### src/rtl/lap_pkg.sv
`timescale 1ns / 1ps
// ---------------------------------------------------------------------------
// lap_pkg
// Shared types and constants for the address lease pool.
// ---------------------------------------------------------------------------
package lap_pkg;

    localparam int POOL_DEPTH      = 1024;
    localparam int IDX_W           = $clog2(POOL_DEPTH);
    localparam int CNT_W           = IDX_W + 1;
    localparam int CLIENT_ID_WIDTH = 16;
    localparam int TIME_WIDTH      = 32;
    localparam int ADDR_W          = 16;
    localparam int CFG_IDX_W       = 2;
    localparam int CFG_DATA_W      = 32;
    localparam int POOL_SIZE_W     = 11;

    typedef logic [TIME_WIDTH-1:0]      time_t;
    typedef logic [CLIENT_ID_WIDTH-1:0] client_t;
    typedef logic [IDX_W-1:0]           idx_t;
    typedef logic [CNT_W-1:0]           cnt_t;

    typedef enum logic [1:0] {
        ST_FREE     = 2'd0,
        ST_PENDING  = 2'd1,
        ST_OCCUPIED = 2'd2,
        ST_EXPIRED  = 2'd3
    } status_t;

    typedef enum logic [1:0] {
        DST_SELF      = 2'd0,
        DST_BROADCAST = 2'd1,
        DST_OTHER     = 2'd2,
        DST_OTHER_ALT = 2'd3
    } dest_t;

    localparam logic [1:0] OP_DISCOVER = 2'd0;
    localparam logic [1:0] OP_REQUEST  = 2'd1;

    localparam logic [1:0] RK_OFFER = 2'd0;
    localparam logic [1:0] RK_ACK   = 2'd1;
    localparam logic [1:0] RK_NAK   = 2'd2;

    localparam logic [CFG_IDX_W-1:0] CFG_POOL_SIZE     = 2'd0;
    localparam logic [CFG_IDX_W-1:0] CFG_DEFAULT_LEASE = 2'd1;
    localparam logic [CFG_IDX_W-1:0] CFG_MAX_LEASE     = 2'd2;
    localparam logic [CFG_IDX_W-1:0] CFG_MIN_LEASE     = 2'd3;

    typedef struct packed {
        status_t status;
        client_t owner;
        time_t   expiry;
    } entry_t;

    // operands handed to the lease unit
    typedef struct packed {
        time_t now;
        time_t asked;
        time_t dflt;
        time_t lo;
        time_t hi;
    } lease_req_t;

endpackage

### src/rtl/lap_lease_unit.sv
`timescale 1ns / 1ps
// ---------------------------------------------------------------------------
// lap_lease_unit
// Two-stage lease end calculation: clamp select, then saturating add.
// ---------------------------------------------------------------------------
module lap_lease_unit (
    input  logic                clk,
    input  logic                rst_n,
    input  logic                start,
    input  lap_pkg::lease_req_t req,
    output logic                done,
    output lap_pkg::time_t      expiry
);
    import lap_pkg::*;

    logic  v1_reg;
    logic  use_asked_reg;
    time_t addend_reg;
    time_t now_reg;
    time_t asked_reg;
    logic  done_reg;
    time_t expiry_reg;

    time_t                addend_next;
    logic                 use_asked_next;
    time_t                span;
    logic [TIME_WIDTH:0]  sum;

    always_comb
    begin
        span           = req.asked - req.now;
        use_asked_next = 1'b0;
        addend_next    = req.lo;
        if (req.asked == '0)
            addend_next = req.dflt;
        else if (req.asked < req.now)
            addend_next = req.lo;
        else if (span > req.hi)
            addend_next = req.hi;
        else if (span < req.lo)
            addend_next = req.lo;
        else
            use_asked_next = 1'b1;
    end

    assign sum = {1'b0, now_reg} + {1'b0, addend_reg};

    always_ff @(posedge clk or negedge rst_n)
    begin
        if (!rst_n)
        begin
            v1_reg   <= 1'b0;
            done_reg <= 1'b0;
        end
        else
        begin
            v1_reg   <= start;
            done_reg <= v1_reg;
        end
    end

    always_ff @(posedge clk)
    begin
        if (start)
        begin
            addend_reg    <= addend_next;
            use_asked_reg <= use_asked_next;
            now_reg       <= req.now;
            asked_reg     <= req.asked;
        end
        if (v1_reg)
        begin
            if (use_asked_reg)
                expiry_reg <= asked_reg;
            else if (sum[TIME_WIDTH])
                expiry_reg <= '1;
            else
                expiry_reg <= sum[TIME_WIDTH-1:0];
        end
    end

    assign done   = done_reg;
    assign expiry = expiry_reg;
endmodule

### config.mk
export PLATFORM = sky130hd
export DESIGN_NAME = lap_lease_unit
export DESIGN_NICKNAME = d
export VERILOG_FILES = /design/src/rtl/lap_pkg.sv /design/src/rtl/lap_lease_unit.sv
export SDC_FILE = /design/constraint.sdc
export NUM_CORES = 1
export LEC_CHECK = 0
export CORE_MARGIN = 4
export CORE_UTILIZATION = 65
export CTS_BUF_LIST = sky130_fd_sc_hd__clkbuf_8
export DETAILED_ROUTE_END_ITERATION = 10
export DONT_BUFFER_PORTS = 1
export PLACE_DENSITY_LB_ADDON = 0.08
export RECOVER_POWER = 100
export SLEW_MARGIN = 30
export SYNTH_ARGS = -nofsm -noshare
export SYNTH_HDL_FRONTEND = slang
export SYNTH_SLANG_ARGS = --single-unit
### constraint.sdc
create_clock -name clk -period 3.14 [get_ports clk]
set_input_delay 0.157 -clock clk [delete_from_list [all_inputs] [get_ports clk]]
set_output_delay 0.157 -clock clk [all_outputs]
set_load 0.02 [all_outputs]
==> key figures <==
Outcome
  – Status: complete, but fails checks
  – Failing checks: max-capacitance violations, max-slew violations, negative setup slack

Floorplanning
  – I/O pin count: 196
  – DIE AREA: 18100 sq um
  – Die width: 135 microns
  – Initial core utilization: 65.9%
  – Die Ht: 135 microns
  – Core area: 15800 sq um
  – Num rows: 46

Logic synthesis
  – Top_reg_cell synth: edfxtp_1
  – Synth async-reset ratio: 1.53%
  – Net count after synthesis: 1349
  – Seq/Total Area, Yosys: 37.6%
  – Avg Synthesized Cell Area: 9.87 sq um
  – Synth cell types: 70
  – Warnings from Yosys: 0
  – EDFF count, synth: 129
  – Yosys reg bits: 131
  – Mapped Cells: 1057
  – Synthesized cell area: 10400 sq um

Setup path
  – Critical path class: in -> reg
  – Critical Path AT: 4670 ps
  – Crit start category: input pin
  – Critical path launch point: req[134]
  – R2R cell count: 13
  – FF-to-FF setup slack: -120 ps
  – CP Capture Type: flop
  – Critical Path Fanout Max: 11
  – Worst path required time: 3360 ps
  – Critical path destination: addend_reg[11]$_DFFE_PP_
  – Reg2Reg Launch Point: addend_reg[0]$_DFFE_PP_
  – FF-to-FF End: expiry[29]$_DFFE_PP_

Finish
  – Ant. Diodes: 0
  – Most common cell after layout, fill and taps aside: buf_4
  – Most frequent cells in the layout: buf_4 (143), dlygate4sd3_1 (130), edfxtp_1 (129)
  – Fill count: 717
  – Layout cells sized above 1: 20.0%
  – Post-layout util: 88.2%
  – Nets: 1620
  – Layout area overhead: 33.8%

Clocking
  – Clk buf depth: 2
  – H-tree Lvls: 4
  – Num CTS Buffers: 17
  – CTS tree: done
  – Root Driver: clkbuf_8
  – Clock transition at path regs: 90 ps
  – CTS Sinks: 131
  – Clk Latency, worst-skew pair: 470 ps

Detailed routing
  – Via density: 6.74
  – Final wirelength: 36200 microns
  – Initial DRC Count: 1283
  – 1st-pass router iterations: 5
  – Drt wl/cell: 23.3 microns
  – # DRC: 0
  – Post-route antenna net violation count: 0
  – Via Count: 10500

Timing
  – Final setup vio count: 49
  – Slack of the critical path: -1310 ps
  – Fin Clk Skew: 18.0 ps
  – Final hold vios: 0
  – RSZ-0062 raised after global routing: true
  – Hold Slack: 53.9 ps
  – Relative slew slack: -74.2%
  – Fmax: 0.225 GHz
  – Period utilization: 142%
  – Final count of pins violating max slew: 99
  – Worst-Margin Slew: 2610 ps
  – Min cycle time layout: 4450 ps

Global route
  – Largest net degree at the start of global routing: 99
  – Vias in the first global route: 9797
  – GRT Overall Usage: 37.1%
  – Total gr overflow: 0
  – Global-route wire length before repair: 52400 microns
  – Initial antenna violation count: 0

Power
  – Pleak: 6.03 nW
  – Power per Cell Area: 546 nW/um^2
  – Peak VDD IR: 301 uV

Place
  – Input/output buffers: 0
  – RD Place Congestion: 0.966
  – HPWL after detailed placement: 22900 microns

Run
  – Total of max-cap violations: 1

Min path
  – Worst min path class: in -> reg
-- report_power, final --
| group | internal (W) | total, W | switching [W] |
|---|---|---|---|
| Combinational | 0.00175 | 0.00359 | 0.00184 |
| Clock | 0.000713 | 0.00149 | 0.000777 |
| Sequential | 0.00226 | 0.00254 | 0.000272 |
-- critical path, stage by stage --
cell	delay, ps
inv_1	70
ha_4	210
a21oi_1	190
nor3b_1	370
a211o_1	240
nand3_1	110
nand2_1	110
o31a_1	200
a31oi_4	120
or4_1	460
nand3_2	140
ha_4	150
nand4_1	170
or4_4	550
nor4_4	210
nor2_1	90
a2bb2oi_2	190
o31ai_4	160
buf_4	190
buf_8	140
o211ai_1	110
o311ai_1	170
o221a_1	150
-- per-stage QoR --
step / total power [W] / cell area [sq um] / cells / TNS (ps) / worst slack, ps
CTS: 0.00717 / 13600 / 1546 / -34590 / -1090
finish: 0.00762 / 14000 / 1557 / -40360 / -1310
floorplan: 0.00451 / 10500 / 1057 / -39410 / -1220
global placement: 0.00536 / 11800 / 1376 / -50150 / -1550
detailed placement: 0.00544 / 11800 / 1376 / -56050 / -1770
global route: 0.00796 / 14000 / 1557 / -48890 / -1520
-- timing repair --
item                                    CTS  global route
cloned                                    1             3
endpoints found under the setup margin   47            65
setup buffers                             6             9
hold buffers                            131             0
resized for setup                        21            47
pin swaps                                11            17
endpoints found under the hold margin   196             0
-- per-layer routing --
metal	vias up	track usage, %	wire, microns
met4	0	13.6	1910
met1	4862	51.9	13900
met5	-	0	0
met2	845	58.2	16200
met3	167	6.63	4160
li1	4623	-	-
-- logic make-up after synthesis --
logic type | Yosys count | synth area share, %
buffers and inverters | 152 | 5.58
AO/OA/AOI/OAI | 364 | 26.3
XOR/XNOR | 48 | 4.03
multiplexers | 2 | 0.204
adder cells (fa/ha/maj) | 129 | 15.6
AND/OR/NAND/NOR | 231 | 10.7
flip-flops | 131 | 37.6
-- synth_stat cells, types with 5 or more instances --
| library cell | number | area (sq um) |
|---|---|---|
| edfxtp_1 | 129 | 3870 |
| ha_1 | 127 | 1590 |
| inv_1 | 110 | 413 |
| nand2_1 | 73 | 274 |
| a21oi_1 | 68 | 340 |
| nor2_1 | 60 | 225 |
| a21o_1 | 53 | 398 |
| o211ai_1 | 32 | 240 |
| o21ai_0 | 31 | 155 |
| o311ai_1 | 31 | 272 |
| clkbuf_1 | 30 | 113 |
| xnor2_1 | 30 | 263 |
| nand4_1 | 22 | 138 |
| o221a_1 | 21 | 236 |
| xor2_1 | 18 | 158 |
| a2bb2oi_1 | 16 | 140 |
| a31oi_1 | 16 | 100 |
| nor2b_1 | 13 | 81.3 |
| nand3_1 | 12 | 60.1 |
| o21a_1 | 12 | 90.1 |
| a211oi_1 | 11 | 82.6 |
| nor4_1 | 11 | 68.8 |
| o221a_2 | 11 | 124 |
| o21bai_1 | 10 | 75.1 |
| buf_2 | 9 | 45.0 |
| and3_1 | 8 | 50.1 |
| nor3_1 | 8 | 40.0 |
| nand2b_1 | 6 | 37.5 |
| a211o_1 | 5 | 43.8 |
| o22a_1 | 5 | 43.8 |
| o31ai_1 | 5 | 37.5 |
-- layout make-up --
class	count	area [sq um]	share of cell area [%]
well taps	216	270	1.94
repair buffers	291	2640	18.9
flip-flops and latches	131	3920	28.1
clock inverters	15	158	1.13
multi-input cells	774	6280	45.0
inverters	113	455	3.26
clock buffers	17	234	1.68
-- worst min-delay path by stage --
| stage | endpoint | cells past startpoint | start | slack (ps) |
|---|---|---|---|---|
| after floorplan | done$_DFF_PN0_ | 0 | rst_n | -140 |
| after global routing | addend_reg[28]$_DFFE_PP_ | 3 | req[92] | 60 |
| after global placement | v1_reg$_DFF_PN0_ | 0 | rst_n | -140 |
| after CTS | addend_reg[0]$_DFFE_PP_ | 3 | req[64] | 30 |
| final | addend_reg[24]$_DFFE_PP_ | 3 | req[88] | 50 |
| after detailed placement | done$_DFF_PN0_ | 0 | rst_n | -140 |
(Power assumes the default switching activity.)
